### src/rtl/core/ufx_queue.sv
// Small register FIFO between the front end and the back end.
module ufx_queue #(
  parameter int W     = 32,
  parameter int DEPTH = 4
) (
  input  logic         clk,
  input  logic         rst_n,
  input  logic         push,
  input  logic [W-1:0] din,
  output logic         full,
  input  logic         pop,
  output logic         valid,
  output logic [W-1:0] dout
);

  localparam int PW = (DEPTH > 1) ? $clog2(DEPTH) : 1;
  localparam int CW = $clog2(DEPTH + 1);

  logic [W-1:0]  slot_r [DEPTH];
  logic [PW-1:0] wptr_r, rptr_r;
  logic [CW-1:0] cnt_r;

  assign full  = (cnt_r == CW'(DEPTH));
  assign valid = (cnt_r != '0);
  assign dout  = slot_r[rptr_r];

  always_ff @(posedge clk) begin
    if (push) begin
      slot_r[wptr_r] <= din;
    end
  end

  always_ff @(posedge clk) begin
    if (!rst_n) begin
      wptr_r <= '0;
      rptr_r <= '0;
      cnt_r  <= '0;
    end else begin
      if (push) begin
        wptr_r <= (32'(wptr_r) == DEPTH - 1) ? '0 : wptr_r + PW'(1);
      end
      if (pop) begin
        rptr_r <= (32'(rptr_r) == DEPTH - 1) ? '0 : rptr_r + PW'(1);
      end
      if (push && !pop) begin
        cnt_r <= cnt_r + CW'(1);
      end else if (pop && !push) begin
        cnt_r <= cnt_r - CW'(1);
      end
    end
  end

endmodule

### config.mk
export PLATFORM = sky130hd
export DESIGN_NAME = ufx_queue
export DESIGN_NICKNAME = d
export VERILOG_FILES = /design/src/rtl/core/ufx_queue.sv
export SDC_FILE = /design/constraint.sdc
export NUM_CORES = 1
export LEC_CHECK = 0
export BUFFER_PORTS_ARGS = -buffer_cell sky130_fd_sc_hd__buf_2
export CAP_MARGIN = 30
export CORE_MARGIN = 2
export CORE_UTILIZATION = 30
export CTS_BUF_LIST = sky130_fd_sc_hd__clkbuf_4 sky130_fd_sc_hd__clkbuf_8
export DETAILED_ROUTE_END_ITERATION = 16
export MAX_ROUTING_LAYER = met4
export PLACE_DENSITY = 0.46
export SYNTH_ARGS = -nofsm -noshare
export SYNTH_HDL_FRONTEND = slang
export SYNTH_SLANG_ARGS = --single-unit
### constraint.sdc
create_clock -name clk -period 2.4 [get_ports clk]
set_clock_uncertainty 0.2 [all_clocks]
set_input_delay 0.24 -clock clk [delete_from_list [all_inputs] [get_ports clk]]
set_output_delay 0.24 -clock clk [all_outputs]
set_load 0.05 [all_outputs]
==> Word-level counts from Yosys, hierarchy flattened <==
Memory sizes are Yosys's and may differ from the RTL's. A register that Yosys moved wholly into a read port is not among the register bits.
Cells that the tools add are included.
{ "totals": {"register_bits": 7, "ramBits": 128, "in_bits": 36, "output_inout_bits": 34, "elab_cells": 25, "memories": 1} }
{ "memory_table": {"columns": ["name", "depth", "width", "read_ports", "rd_clocked_by_memory_dff", "write_ports", "line_no", "text"], "rows": [
  ["slot_r", 4, 32, 1, 1, 1, "19", "logic [W-1:0] slot_r [DEPTH];"]
]} }
{ "classes": {"n_addsub": 4, "n_eq_ne": 3, "muxes": 8, "reduce_logical": 6} }
{ "op_table": {"columns": ["cell", "count"], "rows": [
  ["2-bit 2-to-1 mux", 4],
  ["3-bit 2-to-1 mux", 2],
  ["2-bit by 1-bit adder with 2-bit output, second input constant", 2],
  ["2-bit == test, second input constant", 2],
  ["3-bit by 1-bit adder with 3-bit output, second input constant", 1],
  ["3-bit == test, second input constant", 1],
  ["3-bit nonzero test", 1],
  ["3-bit by 1-bit subtractor with 3-bit output, second input constant", 1],
  ["1-bit logical AND", 2],
  ["1-bit zero test", 2],
  ["1-bit 2-to-1 mux", 2],
  ["2-bit nonzero test", 1]
]} }

==> Longest topological paths before layout <==
Gate-level depths: netlist of the first run.
{ "logic_depth": {"word_depth": 4, "ltp_mapped": 7, "ltp_nobuf": 7} }

==> Worst setup path before layout of the first run <==
No wires, ideal clock.
{ "synth_path": {"path_type": "flip-flop to output port", "start": "register cnt_r[0]", "end": "output full", "t_arrival_ps": 1498, "required_time_ps": 1960, "path_slack_ps": 462, "stages_incl_launch_ff": 2, "n_path_buf": 0, "path_cell_list": "dfxtp_1 > nor3b_1"} }
{ "synth_between": {"elab_chain_len": 1} }
{ "synth_lines": {"columns": ["element", "line_no", "text"], "rows": [
  ["start: declaration", "21", "logic [CW-1:0] cnt_r;"],
  ["start signal: assignment", "46", "cnt_r <= cnt_r + CW'(1);"],
  ["start signal: assignment", "48", "cnt_r <= cnt_r - CW'(1);"],
  ["3-bit == test", "23", "assign full = (cnt_r == CW'(DEPTH));"],
  ["end: declaration", "10", "output logic full,"]
]} }
No other way between the ends.

==> results of run 1 <==
## through the flow
stage	instances	setup WS (ns)	total power, uW	cell area [um^2]
CTS	569	0.0344	5610	6560
global route	569	0.0323	5760	6570
floorplan	211	0.462	3360	5120
finish	569	0.167	5520	6570
global placement	503	0.453	3560	5780
detailed placement	503	0.445	3570	5780
## what timing repair did
| item | CTS | global route |
|---|---|---|
| hold buffers | 35 | 0 |
| pin swaps | 0 | 0 |
| endpoints found under the hold margin | 137 | 0 |
| setup endpoints to repair | 8 | 2 |
| gates resized for setup | 1 | 2 |
## power by group
group | switching [uW] | total, uW | internal (uW)
Clock | 845 | 1980 | 1130
Combinational | 504 | 778 | 274
Sequential | 35.5 | 2760 | 2730
## final timing paths
path	slack (ns)	endpoint	cells after the start	from
setup / recovery	0.17	dout[12]	3	register
setup reg to reg	0.71	cnt_r[2]	4	cnt_r[0]
hold reg to reg	0.32	cnt_r[2]	2	cnt_r[2]
hold / removal	0.32	cnt_r[2]	2	cnt_r[2]
## critical path: stages (launching register included)
cell and delay (ns):
dfxtp_2 0.38, buf_12 0.20, mux4_1 0.56, buf_2 0.23
## Yosys cell counts
master	count	share of area, %
a21boi_0	1	0.15
and2_1	5	0.61
buf_12	3	1.2
buf_2	3	0.29
buf_6	1	0.22
dfxtp_1	9	3.5
edfxtp_1	128	75
fa_1	1	0.39
ha_1	6	1.5
inv_1	4	0.29
mux2i_1	4	0.78
mux4_1	2	1.0
mux4_2	30	13
nor2_1	1	0.073
nor2b_1	5	0.61
nor3_1	1	0.098
nor3b_1	1	0.15
o21a_1	1	0.15
o21ai_0	1	0.098
or3_1	2	0.24
xnor2_1	1	0.17
xor2_1	1	0.17
## registers in the layout, indices dropped and copies added (netlist names), named ones only
register	flops
cnt_r	3
rptr_r	2
slot_r	128
wptr_r	2
## per-layer routing
metal	track usage [%]	wire length, um	share of wire (%)	vias up
met5	-	0	0	-
met4	4.74	125	1.3	0
met3	3.90	375	4.0	8
met2	18.0	4670	50	52
met1	13.7	4210	45	1230
li1	-	-	-	1134
## cell families (layout without fill, tap and decap cells)
logic type                 Yosys count  count (layout)  synth area share [%]
DFF                                137             137                  78.6
and+or+nand+nor                     15              15                  1.78
buffers and inverters               11             149                  1.98
adders and majority gates            7               7                  1.86
AOI/OAI and AO/OA                    3               3                 0.391
xor gates and xnor gates             2               2                 0.342
muxes                               36              36                  15.0
## layout make-up
cell class | instances | area, um^2 | area share, %
Multi-Input combinational cell | 63 | 997 | 15.2
Timing Repair Buffer | 114 | 833 | 12.7
Tap cell | 220 | 275 | 4.19
Clock buffer | 18 | 241 | 3.68
Sequential cell | 137 | 4030 | 61.3
Inverter | 4 | 15.0 | 0.229
Clock inverter | 13 | 178 | 2.71
==> flow_metrics.env, run 1 <==
export IMPL_synth_seq_area_share_pct=78.6
export IMPL_mostFrequentLayoutCells="edfxtp_1 (128), buf_2 (69), dlygate4sd3_1 (35)"
export IMPL_finalHoldViolCount=0
export IMPL_yosys_register_bits=137
export IMPL_timing_slew_headroom_pct=78.2
export IMPL_synth_warnings=0
export IMPL_antenna_cells=0
export IMPL_grt_first_pass_wirelength_mm=14.4
export IMPL_period_share_pct=93.1
export IMPL_hpwl_mm=5.74
export IMPL_drt_pass1_iter_count=4
export IMPL_period_minus_slack_ns=2.23
export IMPL_crit_required_ns=1.96
export IMPL_nFillCells=1518
export IMPL_grt_overflow=0
export IMPL_rsz0062_at_grt="no"
export IMPL_nNetsFinal=380
export IMPL_post_route_util_pct=39.5
export IMPL_tns_ns=0
export IMPL_antenna_found_initial=0
export IMPL_crit_fanout=17
export IMPL_track_usage_pct=11.5
export IMPL_cts_buffer_depth=2
export IMPL_via_per_inst=4.26
export IMPL_cp_end_kind="output pin"
export IMPL_synth_distinct_cells=22
export IMPL_p_leak_uw=0.00226
export IMPL_power_density_mw_per_mm2=840
export IMPL_clkTransAtPathRegs_ns=0.07
export IMPL_drt_wl_total_mm=9.38
export IMPL_cts_buffers=17
export IMPL_postCtsSetupBuffers=0
export IMPL_ioPinCount=70
export IMPL_grt_start_max_net_pins=29
export IMPL_area_growth_pct=28.3
export IMPL_portBuffers=69
export IMPL_maxCapViolations=0
export IMPL_die_w_um=135
export IMPL_whs_ns=0.321
export IMPL_syn_cell_area_mm2=0.00512
export IMPL_start_util_pct=30.7
export IMPL_dieArea_mm2=0.0181
export IMPL_syn_inst=211
export IMPL_cp_arrival_ns=1.79
export IMPL_clk_latency_ns=0.42
export IMPL_first_iter_violations=134
export IMPL_synth_net_count=254
export IMPL_drive_gt1_share_pct=41.3
export IMPL_worst_setup_path_type="reg2out"
export IMPL_routedWlPerCell_um=16.5
export IMPL_mostFrequentLayoutCell="edfxtp_1"
export IMPL_drc=0
export IMPL_cts_max_level=4
export IMPL_status="finished, final reports clean"
export IMPL_synth_avg_cell_area_um2=24.3
export IMPL_place_congestion=0.655
export IMPL_row_count=47
export IMPL_ant_nets=0
export IMPL_max_freq_mhz=448
export IMPL_worst_setup_path_start_kind="register"
export IMPL_first_global_vias=2607
export IMPL_finalSetupViolCount=0
export IMPL_ir_worst_vdd_mv=0.387
export IMPL_clock_sinks=137
export IMPL_worst_pin_slew_ns=0.328
export IMPL_die_h_um=135
export IMPL_min_path_type="reg2reg"
export IMPL_cts_tree="done"
export IMPL_root_buffer="clkbuf_8"
export IMPL_finalMaxSlewViolations=0
export IMPL_core_area_mm2=0.0166
export IMPL_vias=2424
No activity file was read; power rests on OpenSTA's default activity.
==> inputs of run 2 (changes only) <==
Settings changed: CORE_ASPECT_RATIO set to 1.4.
Clock period 2.4 ns to 2.54 ns, I/O delays scaled along.
==> run 2 against run 1 <==
Routed wire length grew 1.3%. Clock power down 22%. Final area is 1.6% lower. Critical path depth is the same. Highest routed layer unchanged. Die area about the same. Sequential power decreased by 5%. Largest cell class unchanged. Largest power group unchanged. Core utilization is 0.89 points lower. Critical endpoint is now dout[13].
==> flow_metrics.env, run 2 (synthesized netlist as in run 1, its figures left out) <==
export IMPL_period_share_pct=92.7
export IMPL_clk_latency_ns=0.42
export IMPL_status="finished, final reports clean"
export IMPL_ioPinCount=70
export IMPL_ir_worst_vdd_mv=0.292
export IMPL_cp_cell_sequence="buf_12 -> mux4_1 -> buf_2"
export IMPL_start_util_pct=30.6
export IMPL_place_congestion=0.649
export IMPL_r2r_end="slot_r[0][5]"
export IMPL_mostFrequentLayoutCell="edfxtp_1"
export IMPL_drt_pass1_iter_count=4
export IMPL_root_buffer="clkbuf_8"
export IMPL_wl_met1_mm=3.82
export IMPL_highest_layer="met4"
export IMPL_nFillCells=1527
export IMPL_nNetsFinal=379
export IMPL_seqCellArea_mm2=0.00403
export IMPL_crit_fanout=32
export IMPL_finalSetupViolCount=0
export IMPL_cts_tree="done"
export IMPL_whs_ns=0.309
export IMPL_wl_met3_um=256
export IMPL_clkTransAtPathRegs_ns=0.07
export IMPL_reg2reg_depth=4
export IMPL_r2r_start="wptr_r[0]"
export IMPL_drc=0
export IMPL_first_global_vias=2608
export IMPL_row_count=56
export IMPL_total_power_uw=4890
export IMPL_maxCapViolations=0
export IMPL_top_register="slot_r"
export IMPL_via_per_inst=4.47
export IMPL_drt_wl_total_mm=9.50
export IMPL_power_density_mw_per_mm2=757
export IMPL_cp_arrival_ns=1.90
export IMPL_portBuffers=69
export IMPL_routed_wl_met2_mm=5.29
export IMPL_first_iter_violations=144
export IMPL_final_cells=552
export IMPL_finalMaxSlewViolations=0
export IMPL_die_h_um=159
export IMPL_vias=2466
export IMPL_multi_input_area_um2=997
export IMPL_grt_first_pass_wirelength_mm=14.4
export IMPL_tns_ns=0
export IMPL_max_freq_mhz=425
export IMPL_crit_path_top_delay_cell="mux4_1"
export IMPL_cp_end_kind="output pin"
export IMPL_dp_cells=484
export IMPL_die_w_um=114
export IMPL_track_usage_pct=11.5
export IMPL_rsz0062_at_grt="no"
export IMPL_p_leak_uw=0.00225
export IMPL_hpwl_mm=5.89
export IMPL_min_path_type="reg2reg"
export IMPL_antenna_found_initial=0
export IMPL_timing_slew_headroom_pct=73.8
export IMPL_antenna_cells=0
export IMPL_mostFrequentLayoutCells="edfxtp_1 (128), buf_2 (69), dlygate4sd3_1 (36)"
export IMPL_reg2reg_slack_ns=0.74
export IMPL_grt_overflow=0
export IMPL_clock_sinks=137
export IMPL_finalHoldViolCount=0
export IMPL_drive_gt1_share_pct=41.5
export IMPL_cts_max_level=4
export IMPL_worst_pin_slew_ns=0.394
export IMPL_crit_required_ns=2.09
export IMPL_routedWlPerCell_um=17.2
export IMPL_largest_register_ffs=128
export IMPL_dieArea_mm2=0.0181
export IMPL_crit_path_end="dout[13]"
export IMPL_largestRegisters="slot_r (128), cnt_r (3)"
export IMPL_core_area_mm2=0.0167
export IMPL_period_minus_slack_ns=2.35
export IMPL_area_growth_pct=26.2
export IMPL_worst_setup_path_type="reg2out"
export IMPL_grt_start_max_net_pins=33
export IMPL_post_cts_resize_count=0
export IMPL_critical_path_max_stage_delay_ns=0.61
export IMPL_cts_buffer_depth=2
export IMPL_cts_buffers=17
export IMPL_ant_nets=0
export IMPL_worst_setup_path_start_kind="register"
## run 2: cell count changes in the layout (fill, tap and decap cells not counted), moves of 2 or more
| cell | previous run | this run |
|---|---|---|
| clkbuf_4 | 1 | 4 |
| clkbuf_8 | 17 | 20 |
| clkinvlp_4 | 3 | 0 |
| clkinv_2 | 2 | 6 |
| clkinv_1 | 2 | 0 |
| bufinv_16 | 4 | 0 |
## run 2: repair_timing
item | CTS | global route
hold buffers | 36 | 0
hold endpoints to repair | 137 | 0
setup buffers | 0 | 0
## run 2: final cells by class
cell class | instances | share of cell area [%]
clock buffer | 24 | 4.73
tap | 203 | 3.93
inverter | 4 | 0.232
multi-input combinational | 63 | 15.4
clock inverter | 8 | 0.697
sequential | 137 | 62.3
timing repair buffer | 113 | 12.6
## run 2: through the flow
stage               util (%)  area [um^2]  setup slack [ns]
global placement        34.3         5750             0.592
detailed placement      34.3         5750             0.591
CTS                     38.6         6460            0.0995
global route            38.6         6460            0.0509
floorplan                  -         5120             0.588
finish                  38.6         6460             0.185
## run 2: power breakdown
group          switching [uW]  internal, uW
clock network             757           788
logic                     477           253
registers                33.2          2580
## run 2: worst max-delay path, delay by kind of cell, from the launching register on
kind / cells / cell delay (ns)
flops: 1 / 0.34
mux: 1 / 0.61
buf+inv: 2 / 0.50
## run 2: how the worst min path moves through the flow
stage,from,end,cells past startpoint
6_report,cnt_r[2],cnt_r[2],2
5_1_grt,din[10],slot_r[1][10],2
4_1_cts,cnt_r[2],cnt_r[2],2
3_5_place_dp,din[1],slot_r[0][1],1
3_3_place_gp,din[22],slot_r[2][22],1
2_1_floorplan,din[0],slot_r[0][0],0
## run 2: metal layers
metal  GRT usage (%)  up-vias
met1            12.3     1282
met2            19.7       46
met4            5.05        0
met3            3.31        8
li1                -     1130
met5               -        -
==> inputs of run 3 (changes only) <==
Settings changed: CORE_UTILIZATION 30 to 59, PLACE_DENSITY 0.46 to 0.85.
==> run 3 against run 2 <==
First-iteration DRC count unchanged. Clock-buffer cell count decreased by 4. Critical path depth is the same. Sequential share of layout area grew 0.75 points. Non-clock buffer count is 2 lower. Final cell count fell by 18%.
==> flow_metrics.env, run 3 (synthesized netlist as in run 1, its figures left out) <==
export IMPL_area_growth_pct=24.7
export IMPL_worst_slack_ns=0.197
export IMPL_drt_wl_total_mm=8.70
export IMPL_reg2reg_slack_ns=0.72
export IMPL_cp_arrival_ns=1.89
export IMPL_power_density_mw_per_mm2=793
export IMPL_finalHoldViolCount=0
export IMPL_root_buffer="clkbuf_8"
export IMPL_r2r_end="slot_r[3][0]"
export IMPL_cp_end_kind="output pin"
export IMPL_start_util_pct=60.1
export IMPL_hpwl_mm=5.02
export IMPL_cts_hold_buf=36
export IMPL_finalMaxSlewViolations=0
export IMPL_drc=0
export IMPL_worst_setup_path_type="reg2out"
export IMPL_maxCapViolations=0
export IMPL_worst_pin_slew_ns=0.495
export IMPL_clk_latency_ns=0.42
export IMPL_status="finished, final reports clean"
export IMPL_finalSetupViolCount=0
export IMPL_ioPinCount=70
export IMPL_cts_max_level=4
export IMPL_antenna_found_initial=0
export IMPL_crit_fanout=32
export IMPL_mostFrequentLayoutCell="edfxtp_1"
export IMPL_min_delay_start="rptr_r[1]"
export IMPL_portBuffers=69
export IMPL_period_share_pct=92.2
export IMPL_placed_area_mm2=0.00564
export IMPL_grt_start_max_net_pins=33
export IMPL_clock_sinks=137
export IMPL_period_minus_slack_ns=2.34
export IMPL_pre_cts_ws_ns=0.508
export IMPL_track_usage_pct=21.1
export IMPL_cts_tree="done"
export IMPL_hold_depth=2
export IMPL_place_congestion=0.722
export IMPL_cts_buffer_depth=2
export IMPL_core_area_mm2=0.00851
export IMPL_largestRegisters="slot_r (128), cnt_r (3)"
export IMPL_ant_nets=0
export IMPL_reg2reg_depth=3
export IMPL_routedWlPerCell_um=19.3
export IMPL_min_path_type="reg2reg"
export IMPL_timing_slew_headroom_pct=67.0
export IMPL_antenna_cells=0
export IMPL_cts_buffers=17
export IMPL_clkTransAtPathRegs_ns=0.06
export IMPL_die_w_um=82.7
export IMPL_stdcell_area_mm2=0.00638
export IMPL_die_h_um=114
export IMPL_total_power_uw=5060
export IMPL_tns_ns=0
export IMPL_crit_required_ns=2.09
export IMPL_mostFrequentLayoutCells="edfxtp_1 (128), buf_2 (69), dlygate4sd3_1 (36)"
export IMPL_grt_overflow=0
export IMPL_post_cts_resize_count=0
export IMPL_drt_pass1_iter_count=4
export IMPL_via_per_inst=5.55
export IMPL_row_count=40
export IMPL_p_leak_uw=0.00225
export IMPL_dieArea_mm2=0.00945
export IMPL_nNetsFinal=377
export IMPL_largest_register_ffs=128
export IMPL_r2r_start="wptr_r[0]"
export IMPL_rsz0062_at_grt="no"
export IMPL_worst_setup_path_start_kind="register"
export IMPL_grt_first_pass_wirelength_mm=13.1
export IMPL_ir_worst_vdd_mv=0.568
export IMPL_max_freq_mhz=427
export IMPL_first_iter_violations=144
export IMPL_top_register="slot_r"
export IMPL_postCtsSetupBuffers=0
export IMPL_first_global_vias=2546
export IMPL_vias=2501
export IMPL_drive_gt1_share_pct=40.5
## run 3: cell count changes in the layout (fill, tap and decap cells not counted), moves of 2 or more
cell	delta
clkbuf_8	-3
buf_4	-4
clkinv_1	+2
buf_12	+2
bufinv_16	+3
## run 3: cell type report
cell class	instances	area (um^2)
clock inverters	11	130
multi-input cells	63	997
fillers	474	2130
inverters	4	15.0
flip-flops and latches	137	4030
clock buffers	20	256
repair buffers	111	826
well taps	105	131
## run 3: critical path, stage by stage (launching register included)
cell	delay, ns
dfxtp_2	0.35
buf_12	0.26
mux4_1	0.61
buf_2	0.23
## run 3: per-layer routing
layer | track usage (%) | vias up | wire, um
li1 | - | 1124 | -
met1 | 24.2 | 1256 | 3290
met2 | 33.1 | 99 | 4660
met3 | 5.36 | 22 | 509
met4 | 12.3 | 0 | 235
met5 | - | - | 0
## run 3: report_power, final
group	switching (uW)	total (uW)	leakage [uW]	internal (uW)
registers	44.2	2630	0.00125	2580
clock network	735	1720	0.000201	981
logic	465	721	0.000797	257
## run 3: worst max path at each step
stage,from,to,slack [ns]
6_report,register,dout[12],0.20
5_1_grt,register,dout[12],0.11
4_1_cts,register,dout[13],0.16
3_5_place_dp,pop,cnt_r[2],0.51
3_3_place_gp,pop,cnt_r[2],0.64
2_1_floorplan,cnt_r[0],full,0.59
## run 3: through the flow
step | hold WS, ns | instances | utilization [%]
2_1_floorplan | 0.153 | 211 | -
3_3_place_gp | 0.264 | 384 | 66.2
3_5_place_dp | 0.271 | 384 | 66.2
4_1_cts | 0.352 | 451 | 75.0
5_1_grt | 0.359 | 451 | 75.0
6_report | 0.360 | 451 | 75.0
