[config.mk]
export PLATFORM = sky130hd
export DESIGN_NAME = ufx_front
export DESIGN_NICKNAME = d
export VERILOG_FILES = /design/src/rtl/core/ufx_pkg.sv /design/src/rtl/core/ufx_front.sv
export SDC_FILE = /design/constraint.sdc
export NUM_CORES = 1
export LEC_CHECK = 0
export BUFFER_PORTS_ARGS = -buffer_cell sky130_fd_sc_hd__buf_2
export CAP_MARGIN = 15
export CORE_MARGIN = 1.5
export CORE_UTILIZATION = 35
export CTS_CLUSTER_DIAMETER = 150
export DETAILED_ROUTE_END_ITERATION = 16
export PLACE_DENSITY_LB_ADDON = 0.12
export SETUP_SLACK_MARGIN = 0.2
export SYNTH_ARGS = -nofsm -noshare
export SYNTH_HDL_FRONTEND = slang
export SYNTH_SLANG_ARGS = --single-unit
[constraint.sdc]
create_clock -name clk -period 4.7 [get_ports clk]
set_clock_uncertainty 0.2 [all_clocks]
set_input_delay 0.705 -clock clk [delete_from_list [all_inputs] [get_ports clk]]
set_output_delay 0.705 -clock clk [all_outputs]
set_load 0.01 [all_outputs]
[src/rtl/core/ufx_pkg.sv]
// Shared types and constants of the parallel UART frame transposer.
package ufx_pkg;

  localparam int SLOTS_PER_BYTE = 10;
  localparam int MARKER_BYTES   = 4;
  localparam int LANES_MAX      = 8;
  localparam int CFG_W          = 10;
  localparam int QUEUE_DEPTH    = 4;

  localparam logic [CFG_W-1:0] BPS_RESET = 10'd512;

  // input kinds carried in tuser bit 0
  localparam logic MODE_LOAD  = 1'b0;
  localparam logic MODE_DRAIN = 1'b1;

  // baud slot positions inside one 10-slot character
  localparam logic [3:0] POS_START = 4'd0;
  localparam logic [3:0] POS_STOP  = 4'd9;

  // end-of-frame marker, sent on the pin of every stored strip
  localparam logic [7:0] END_MARK [MARKER_BYTES] = '{8'hff, 8'hff, 8'hff, 8'hf0};

  typedef enum logic [0:0] {
    CMD_WRITE,
    CMD_READ
  } cmd_op_t;

  typedef enum logic [1:0] {
    LVL_LOW,
    LVL_HIGH,
    LVL_DATA
  } lvl_src_t;

  // one command from the front end to the back end
  typedef struct packed {
    cmd_op_t    op;
    logic       wr_all;   // strip 0 write: replace whole entry
    logic [2:0] lane;
    logic [7:0] data;
    logic [2:0] bit_sel;
    lvl_src_t   src;
    logic       last;
  } ufx_cmd_t;

  localparam int CMD_W = $bits(ufx_cmd_t);

endpackage

[src/rtl/core/ufx_front.sv]
// Front end: accepts items, tracks load/drain position and issues store commands.
module ufx_front import ufx_pkg::*; #(
  parameter int N_STRIPS            = 8,
  parameter int MAX_BYTES_PER_STRIP = 512
) (
  input  logic                                   clk,
  input  logic                                   rst_n,
  input  logic                                   cfg_we,
  input  logic [CFG_W-1:0]                       cfg_data,
  input  logic                                   accept,
  input  logic                                   mode,
  input  logic [7:0]                             data_byte,
  input  logic                                   restart,
  output logic                                   cmd_valid,
  output ufx_cmd_t                               cmd,
  output logic [$clog2(2*MAX_BYTES_PER_STRIP)-1:0] cmd_addr
);

  localparam int LANES = (N_STRIPS < LANES_MAX) ? N_STRIPS : LANES_MAX;
  localparam int SW    = (N_STRIPS > 1) ? $clog2(N_STRIPS) : 1;
  localparam int IW    = $clog2(MAX_BYTES_PER_STRIP);
  localparam int LW    = $clog2(MAX_BYTES_PER_STRIP + 1);
  localparam int BW    = $clog2(MAX_BYTES_PER_STRIP + MARKER_BYTES);
  localparam int AW    = $clog2(2 * MAX_BYTES_PER_STRIP);

  logic [CFG_W-1:0] bps_r;
  logic [SW-1:0]    strip_r, strip_nxt;
  logic [IW-1:0]    idx_r, idx_nxt;
  logic             bank_r, bank_nxt;
  logic             pending_r, pending_nxt;
  logic             active_r, active_nxt;
  logic [BW-1:0]    byte_r, byte_nxt;
  logic [3:0]       pos_r, pos_nxt;
  logic [LW-1:0]    dlen_r, dlen_nxt;

  logic [LW-1:0]    lim;
  logic [SW-1:0]    strip_v;
  logic [IW-1:0]    idx_v;
  logic [LW-1:0]    idx_inc;
  logic [SW:0]      strip_inc;
  logic             last_v;
  logic [1:0]       mark_sel;
  logic [2:0]       bit_v;

  // saturated frame length
  always_comb begin
    if (bps_r < 10'd2) begin
      lim = LW'(2);
    end else if (32'(bps_r) > 32'(MAX_BYTES_PER_STRIP)) begin
      lim = LW'(MAX_BYTES_PER_STRIP);
    end else begin
      lim = LW'(bps_r);
    end
  end

  always_comb begin
    strip_nxt   = strip_r;
    idx_nxt     = idx_r;
    bank_nxt    = bank_r;
    pending_nxt = pending_r;
    active_nxt  = active_r;
    byte_nxt    = byte_r;
    pos_nxt     = pos_r;
    dlen_nxt    = dlen_r;
    cmd_valid   = 1'b0;
    cmd         = '0;
    cmd_addr    = '0;

    strip_v   = restart ? '0 : strip_r;
    idx_v     = restart ? '0 : idx_r;
    idx_inc   = LW'(idx_v) + LW'(1);
    strip_inc = (SW+1)'(strip_v) + (SW+1)'(1);
    last_v    = (byte_r == BW'(dlen_r) + BW'(MARKER_BYTES - 1)) && (pos_r == POS_STOP);
    mark_sel  = 2'(byte_r - BW'(dlen_r));
    bit_v     = 3'(pos_r - 4'd1);

    if (accept) begin
      if (mode == MODE_LOAD) begin
        strip_nxt = strip_v;
        idx_nxt   = idx_v;
        if (!pending_r) begin
          if (32'(strip_v) < LANES) begin
            cmd_valid  = 1'b1;
            cmd.op     = CMD_WRITE;
            cmd.wr_all = (strip_v == '0);
            cmd.lane   = 3'(strip_v);
            cmd.data   = data_byte;
            cmd_addr   = bank_r ? AW'(MAX_BYTES_PER_STRIP) + AW'(idx_v) : AW'(idx_v);
          end
          if (idx_inc >= lim) begin
            idx_nxt = '0;
            if (32'(strip_inc) >= N_STRIPS) begin
              strip_nxt   = '0;
              pending_nxt = 1'b1;
            end else begin
              strip_nxt = SW'(strip_inc);
            end
          end else begin
            idx_nxt = IW'(idx_inc);
          end
        end
      end else if (active_r) begin
        cmd_valid   = 1'b1;
        cmd.op      = CMD_READ;
        cmd.bit_sel = bit_v;
        cmd.last    = last_v;
        cmd_addr    = !bank_r ? AW'(MAX_BYTES_PER_STRIP) + AW'(byte_r) : AW'(byte_r);
        if (pos_r == POS_START) begin
          cmd.src = LVL_LOW;
        end else if (pos_r == POS_STOP) begin
          cmd.src = LVL_HIGH;
        end else if (byte_r < BW'(dlen_r)) begin
          cmd.src = LVL_DATA;
        end else begin
          cmd.src = END_MARK[mark_sel][bit_v] ? LVL_HIGH : LVL_LOW;
        end
        if (last_v) begin
          active_nxt = 1'b0;
          byte_nxt   = '0;
          pos_nxt    = '0;
        end else if (pos_r == POS_STOP) begin
          pos_nxt  = '0;
          byte_nxt = byte_r + BW'(1);
        end else begin
          pos_nxt = pos_r + 4'd1;
        end
      end
      // bank swap once a loaded frame is pending and no drain runs
      if (pending_nxt && !active_nxt) begin
        dlen_nxt    = lim;
        bank_nxt    = !bank_r;
        pending_nxt = 1'b0;
        active_nxt  = 1'b1;
        byte_nxt    = '0;
        pos_nxt     = '0;
      end
    end
  end

  always_ff @(posedge clk) begin
    if (!rst_n) begin
      bps_r     <= BPS_RESET;
      strip_r   <= '0;
      idx_r     <= '0;
      bank_r    <= 1'b0;
      pending_r <= 1'b0;
      active_r  <= 1'b0;
      byte_r    <= '0;
      pos_r     <= '0;
      dlen_r    <= '0;
    end else begin
      if (cfg_we) begin
        bps_r <= cfg_data;
      end
      strip_r   <= strip_nxt;
      idx_r     <= idx_nxt;
      bank_r    <= bank_nxt;
      pending_r <= pending_nxt;
      active_r  <= active_nxt;
      byte_r    <= byte_nxt;
      pos_r     <= pos_nxt;
      dlen_r    <= dlen_nxt;
    end
  end

endmodule

### After elaboration in Yosys (flattened, before gate mapping)

Index checks and enable logic that the tools add are counted.

* bits in registers: 49
* output and inout port bits: 30
* bits of input ports: 24
* logic and storage cells: 97

* bitwise operators: 2
* mux-type cells: 55
* add/sub/neg operators: 9
* reductions and logical operators: 13
* magnitude comparators: 7
* equality and inequality tests: 2

Operator list (number)
* 2-to-1 mux 10 bit: 13
* 2-to-1 mux 9 bit: 3
* 2-to-1 mux 12 bit: 2
* 2-to-1 mux 4 bit: 5
* 2-to-1 mux 19 bit: 1
* 2-to-1 mux 1 bit: 18
* binary-select mux 8 bit (select 2 bit): 1
* 2-to-1 mux 8 bit: 2
* 2-to-1 mux 3 bit: 4
* 2-to-1 mux 6 bit: 2
* adder 10 x 1 -> 10 bit (second input constant): 1
* adder 10 bit (first input constant): 1
* adder 10 x 2 -> 10 bit (second input constant): 1
* adder 10 x 9 -> 10 bit (first input constant): 1
* adder 9 x 1 -> 10 bit (second input constant): 1
* equality test 10 bit: 1
* >= comparator 10 bit: 1
* greater-than comparator 10 bit (second input constant): 1
* less-than comparator 10 bit: 1
* less-than comparator 10 x 2 -> 1 bit (second input constant): 1
* 2-to-1 mux 2 bit: 3
* adder 3 x 1 -> 4 bit (second input constant): 1
* adder 4 x 1 -> 4 bit (second input constant): 1
* equality test 4 bit (second input constant): 1
* 17 further kinds: 21

### Logic depth before layout (Yosys ltp)

Gate-level depths: netlist of run 1.

* depth after elaboration: 14
* mapped depth: 19
* mapped depth without buffers: 16

### Least setup slack after synthesis of run 1

OpenSTA, ideal clock, no wires.

* kind: input-to-reg
* start: input port restart
* end: register byte_r[7]
* required time: 4.373 ns
* arrival: 3.566 ns
* stages: 19
* buffers on the path: 3
* slack: 0.807 ns
* library setup time: 0.127 ns
* path through: clkbuf_1 -> buf_1 -> nor2b_1 -> ha_1 -> nand3_1 -> nor2_1 -> nand3_1 -> xor2_1 -> nor2_1 -> ha_1 -> o21a_1 -> nor3_1 -> a21oi_1 -> o211ai_1 -> o22ai_1 -> clkbuf_1 -> o21ai_0 -> nand3_1 -> o21ai_0

* longest elaborated chain between the ends: 11
* elaborated cells on any way between the ends: 17
* those cells by class: add/sub: 2; order compare: 2; mux: 8; reduce/logical: 5

RTL lines
* start, declared: RTL line ufx_front.sv:13 `input logic restart,`
* parallel branches: the longest is 4 deep, another holds adder 9 x 1 -> 10 bit
* 2-to-1 mux 1 bit (*): RTL line ufx_front.sv:90 `if (idx_inc >= lim) begin`
* 2-to-1 mux 1 bit (*): RTL line ufx_front.sv:81 `if (!pending_r) begin`
* 2-to-1 mux 1 bit (*): RTL line ufx_front.sv:78 `if (mode == MODE_LOAD) begin`
* 2-to-1 mux 1 bit (*): RTL line ufx_front.sv:77 `if (accept) begin`
* logical AND 1 bit (*): RTL line ufx_front.sv:129 `if (pending_nxt && !active_nxt) begin`
* nonzero test 3 bit (no line) / nonzero test 2 bit (equally long branches)
* AND reduction 4 bit (no line)
* end signal, assigned: RTL line ufx_front.sv:160 `byte_r <= byte_nxt;`
* end, declared: RTL line ufx_front.sv:32 `logic [BW-1:0] byte_r, byte_nxt;`

Every way passes the cells marked *. The select of a mux whose other input is x is not followed.
A chain may end at the register's enable or synchronous reset.

### Worst setup path in the final report of run 1

* start: input port restart
* end: register pos_r[2]

* longest elaborated chain between the ends: 11
* elaborated cells on any way between the ends: 16
* those cells by class: add/sub: 2; order compare: 2; mux: 8; reduce/logical: 4

RTL lines
* parallel branches: the longest is 4 deep, another holds adder 9 x 1 -> 10 bit
* 2-to-1 mux 1 bit (*): RTL line ufx_front.sv:90
* 2-to-1 mux 1 bit (*): RTL line ufx_front.sv:81
* 2-to-1 mux 1 bit (*): RTL line ufx_front.sv:78
* 2-to-1 mux 1 bit (*): RTL line ufx_front.sv:77
* logical AND 1 bit (*): RTL line ufx_front.sv:129
* nonzero test 2 bit (no line)
* AND reduction 3 bit (no line)
* end signal, assigned: RTL line ufx_front.sv:161 `pos_r <= pos_nxt;`
* end, declared: RTL line ufx_front.sv:33 `logic [3:0] pos_r, pos_nxt;`

Marked as above.

==> metrics.txt, run 1 <==
Max Cap Violations=0; I/O Pins=54; Slew Viols, Final=0; CTS Sinks=approximately 50; Worst Setup Path Type=input port to register; clk root buf=clkbuf_8; Routed WL=9.04 mm; register bit total from synthesis=49; worst min-delay path class=register to register; clock power share=36.0%; FMAX=261 MHz; Port Buffers=53; sequential share of the synthesized area=28.7%; Sw Pwr=223 uW; # DRC=0; status=completed; post-synthesis async set-or-reset flop share=0%; Worst-Skew Late Latency=0.32 ns; clock buffer depth=2; core area=9370 um^2; worst-path maximum fanout=20; H-Tree Depth=2; Buffers & Inverters on Critical Path=1; R2R depth=16; Critical Path RT=4.76 ns; Iteration-0 DRC Markers=131; layout cells sized above 1=between 10% and 20%; WHS Path Cells=1; Vias=3203; setup TNS=0 ns; Distinct cells, synth=54; GRT Util Overall=approximately 18%; Final Hold Vio Count=0; register area=981 um^2; pwr dens=approximately 200 nW/um^2; nets@finish=roughly 530; most frequent cells in the layout=nor2_1 (53), buf_2 (53), dfxtp_1 (49); Comb power frac=about a tenth; Initial Utilization=36.5%; die area=just over 10000 um^2; Gate Count Post-Synth=around 440; initial antenna violation count=0; Static Leakage=~1.7 nW; wire per inst=14.8 um; predominant post-synthesis flop cell=dfxtp_1; final design utilization=41.4%; Die Span X=between 100 and 150 um; Synthesized Nets=slightly below 500; crit-path cells=buf_2, nor2b_1, ha_1, nand3_1, nor2_1, nand3_1, xor2_1, nor2_1, ha_1, o21a_1, nor3_1, a21oi_1, o211ai_1, o21ai_0, nand2_1, xor2_1, nor3_1; Die Y=around 100 um; Post-synth EDFFs=0; Crit. path cell count=17; Post-Place Cells=around 600; Internal=563 uW; RSZ-0062 raised after global routing=false; Slew @ Worst Pin=0.945 ns; CP max-delay cell=o21ai_0; setup violators final=0; antenna cells=0; worst vdd ir=0.000113 V; Startpoint Class=input port; Post-DP Area=3780 um^2; Fillers=slightly above 1k; Multi-input gate area=2250 um^2; Num CTS Buffers=5; Avg Cell Area, Syn=7.85 um^2; Final ANT Viol Nets=0; Slew HR=36.5%; routed vias/inst=5.26; Final Cycle Share=81.4%; vias in the first global route=2905; CP top delay family=compound AO/OA/AOI/OAI gates; switching share of power=between 20 and 30%; Post-CTS Setup Bufs=0; dpl hpwl=~7.1 mm; Critical Path Max Stage Delay=0.51 ns; hold buffers post-CTS=0; YS warnings=0; largest net degree at the start of global routing=25; min Tclk post-route=3.82 ns; first-pass GRT wire length=14.8 mm; area grow syn2layout=13.4%; Critical Path AT=between 3 and 4 ns; post-CTS sizing=0; Seq pwr share=between 50 and 60%; drt first pass iters=5; post-route cell area=3880 um^2; clk slew on worst S/H paths=0.11 ns; CTS tree=done; gp weighted congestion=0.802; Non-Filler Instances=609; area of the mapped netlist=3420 um^2; Crit. End Element=register; row count=35; total gr overflow=0; Hold WS=0.297 ns
[through the flow]
| stage | total power, mW | setup slack [ns] |
|---|---|---|
| final | 0.785 | 0.876 |
| after floorplan | 0.485 | 0.807 |
| after global routing | 0.820 | 0.502 |
| after detailed placement | 0.513 | 0.525 |
| after CTS | 0.793 | 0.862 |
| after global placement | 0.512 | 0.726 |
[worst paths after layout]
path,endpoint,startpoint,slack (ns)
min,pos_r[3]$_SDFFE_PN0P_,pos_r[3]$_SDFFE_PN0P_,0.30
max reg2reg,pos_r[2]$_SDFFE_PN0P_,idx_r[0]$_SDFFE_PN0P_,1.07
min reg2reg,pos_r[3]$_SDFFE_PN0P_,pos_r[3]$_SDFFE_PN0P_,0.30
max,pos_r[2]$_SDFFE_PN0P_,restart,0.88
[synthesized netlist by cell type, drive strengths merged (9+ instances only)]
library cell | n | area share (%)
a21oi | 14 | 2.0
a22oi | 9 | 2.0
and3 | 19 | 3.5
clkbuf | 13 | 1.4
dfxtp | 49 | 29
ha | 27 | 9.9
inv | 25 | 2.7
mux2i | 12 | 3.5
nand2 | 27 | 3.0
nand2b | 10 | 1.8
nand3 | 28 | 4.1
nor2 | 53 | 5.8
o21ai | 31 | 4.5
o31ai | 11 | 2.7
xnor2 | 10 | 2.6
xor2 | 10 | 2.6
[worst reg2reg max path, delay by kind of cell (launching register included)]
family / cells / cell delay, ns
compound gates: 4 / 1.13
xor+xnor: 2 / 0.31
simple gates: 8 / 1.08
flops: 1 / 0.48
fa+ha+maj: 2 / 0.39
[sequential cells by signal, indices dropped and copies added (netlist names)]
name	count
bps_r	10
byte_r	10
dlen_r	10
idx_r	9
pos_r	4
strip_r	3
active_r	1
bank_r	1
pending_r	1
[power groups by stage]
| stage | clock network (mW) | registers [mW] | logic [mW] |
|---|---|---|---|
| 4_1_cts | 0.290 | 0.427 | 0.0761 |
| 6_report | 0.283 | 0.427 | 0.0754 |
| 3_3_place_gp | 0 | 0.437 | 0.0750 |
| 3_5_place_dp | 0 | 0.437 | 0.0758 |
| 5_1_grt | 0.307 | 0.428 | 0.0851 |
| 2_1_floorplan | 0 | 0.435 | 0.0502 |
[logic make-up (layout without fill, tap and decap cells)]
family | count (synthesis) | in the layout | share of synthesized area, %
simple gates | 177 | 177 | 25.7
mux | 13 | 13 | 3.84
fa+ha+maj | 28 | 28 | 10.5
xor+xnor | 20 | 20 | 5.12
compound gates | 103 | 103 | 20.7
flops | 49 | 49 | 28.7
buf+inv | 46 | 90 | 5.56
[routing by layer]
metal  GRT usage (%)  vias up  wire length (um)
li1                -     1648                 -
met1            26.0     1486              4490
met2            29.3       62              4130
met3            2.87        7               348
met4            3.27        0                74
met5               0        -                 0
[cell type report]
| type | instances | share of cell area (%) |
|---|---|---|
| Inverter | 25 | 2.42 |
| Tap cell | 129 | 4.16 |
| Timing Repair Buffer | 57 | 7.61 |
| Clock buffer | 5 | 1.77 |
| Multi-Input combinational cell | 341 | 58.0 |
| Clock inverter | 3 | 0.742 |
| Sequential cell | 49 | 25.3 |
(Power assumes the default switching activity.)
==> inputs of run 2 (changes only) <==
- clock period: 4.7 -> 3.25 ns (I/O delays scaled with it)
==> metrics.txt, run 2 (synthesis gave the netlist of run 1 again) <==
setup TNS=-0.00231 ns; Routed WL=10.7 mm; r2r setup slk=-0.002 ns; status=finished, violations left; die area=10400 um^2; Startpoint Class=register; Vias=around 3.5k; clk slew on worst S/H paths=roughly 0.10 ns; Final Cycle Share=100%; DP Worst Slack=-0.394 ns; Die Y=~100 um; setup violators final=1; Slew @ Worst Pin=0.939 ns; Final Hold Vio Count=0; area grow syn2layout=45.7%; # DRC=0; min Tclk post-route=3.25 ns; Critical Path Max Stage Delay=between 0.5 and 0.6 ns; Crit. End Element=register; Worst Hold Endpoint=bps_r[9]$_SDFFE_PN1P_; hold buffers post-CTS=0; Iteration-0 DRC Markers=97; most frequent cells in the layout=buf_4 (66), buf_2 (53), nor2_1 (45); worst-path maximum fanout=6; first-pass GRT wire length=approximately 17 mm; r2r startpoint=bps_r[3]$_SDFFE_PN0P_; Slew HR=37.0%; critical hold path startpoint=cfg_data[9]; Num CTS Buffers=5; Die Span X=102 um; Worst-Skew Late Latency=0.31 ns; Initial Utilization=36.5%; antenna cells=0; core area=9370 um^2; Reg2Reg Capture Point=byte_r[2]$_SDFFE_PN0P_; min setup slack post-route=-0.00231 ns; CTS Sinks=between 40 and 50; gp weighted congestion=0.804; Port Buffers=53; RSZ-0062 raised after global routing=true; dpl hpwl=approximately 7.9 mm; Final ANT Viol Nets=0; Max Cap Violations=0; Fillers=around 960; worst min-delay path class=input port to register; H-Tree Depth=2; routed vias/inst=5.16; wire per inst=15.6 um; Top Registers=bps_r: 10 flops, byte_r: 10 flops, dlen_r: 10 flops; row count=35; crit-path cells=or4_4, nor2_4, buf_6, nor3b_4, ha_1, nor2_1, a21oi_1, o41a_1, o211ai_1, buf_4, o31ai_4, buf_12, o21ai_2, nand3_1, o21ai_1; Static Leakage=2.13 nW; worst vdd ir=~0.00023 V; Critical Path RT=3.29 ns; clock buffer depth=2; total gr overflow=0; Slew Viols, Final=0; clk root buf=clkbuf_8; pwr dens=252 nW/um^2; FMAX=307 MHz; I/O Pins=54; R2R depth=15; initial antenna violation count=0; CTS tree=done; layout cells sized above 1=42.6%; Worst Setup Path Type=register to register; Critical Path AT=3.29 ns; WHS Path Cells=3; drt first pass iters=4; CP max-delay cell=or4_4; vias in the first global route=3374; largest net degree at the start of global routing=24; commonest non-fill, non-tap cell in the layout=buf_4; GRT Util Overall=20.7%; violated checks=setup timing; nets@finish=607
[run 2: cell types whose count changed in the layout (fill, tap and decap cells not counted), moves of 10 or more]
cell | previous run | this run
o21ai_0 | 30 | 8
buf_4 | 4 | 66
dfxtp_1 | 49 | 36
o21ai_1 | 1 | 12
buf_6 | 0 | 12
o21ai_2 | 0 | 10
dfxtp_2 | 0 | 11
[run 2: worst max path at each step]
stage / from / end / slack (ns) / cells after the start
after CTS: bps_r[3]$_SDFFE_PN0P_ / dlen_r[4]$_SDFFE_PN0P_ / 0.05 / 15
after floorplan: restart / dlen_r[2]$_SDFFE_PN0P_ / -0.1 / 19
final: bps_r[3]$_SDFFE_PN0P_ / byte_r[2]$_SDFFE_PN0P_ / -0.002 / 15
after global placement: restart / byte_r[8]$_SDFFE_PN0P_ / -0.25 / 17
after detailed placement: restart / pos_r[2]$_SDFFE_PN0P_ / -0.39 / 18
after global routing: bps_r[3]$_SDFFE_PN0P_ / byte_r[2]$_SDFFE_PN0P_ / -0.12 / 15
[run 2: power breakdown]
part / switching, mW / total [mW] / internal, mW / leakage (nW)
sequential: 0.00563 / 0.614 / 0.608 / 0.404
clock: 0.238 / 0.473 / 0.235 / 0.0591
combinational: 0.0897 / 0.168 / 0.0781 / 1.67
[run 2: repair_timing]
item                                    in CTS  in global routing
resized for setup                           56                 57
setup buffers                               11                 10
cloned                                       0                  0
endpoints found under the setup margin      41                 40
pin swaps                                   32                 41
[run 2: layout make-up]
type	instances	area [um^2]	share of cell area [%]
clock inverters	3	47.5	0.954
multi-input cells	341	2680	53.7
flip-flops and latches	49	1000	20.1
inverters	25	93.8	1.88
well taps	129	161	3.24
repair buffers	133	936	18.8
clock buffers	5	68.8	1.38
[run 2: routing by layer]
layer  vias up  GRT usage, %  wire length [um]
met5         -             0                 0
met4         0          3.27                35
met3         2          2.53               316
met2        59          35.5              5250
met1      1684          28.6              5090
li1       1790             -                 -
[run 2: critical path: cells and delay by family, from the launching register on]
family | cells | cell delay, ns
adder cells (fa/ha/maj) | 1 | 0.27
buffers and inverters | 3 | 0.44
AO/OA/AOI/OAI | 6 | 1.04
AND/OR/NAND/NOR | 5 | 0.90
flip-flops | 1 | 0.33
[run 2: metrics by stage]
stage | std cells | area [um^2] | utilization, % | hold WS (ns) | power (mW)
final | 685 | 4980 | 53.2 | 0.201 | 1.25
after global routing | 685 | 4980 | 53.2 | 0.203 | 1.31
after CTS | 675 | 4700 | 50.2 | 0.191 | 1.26
after detailed placement | 656 | 4310 | 45.9 | 0.277 | 0.774
after global placement | 656 | 4310 | 45.9 | 0.260 | 0.772
after floorplan | 436 | 3550 | - | 0.246 | 0.709
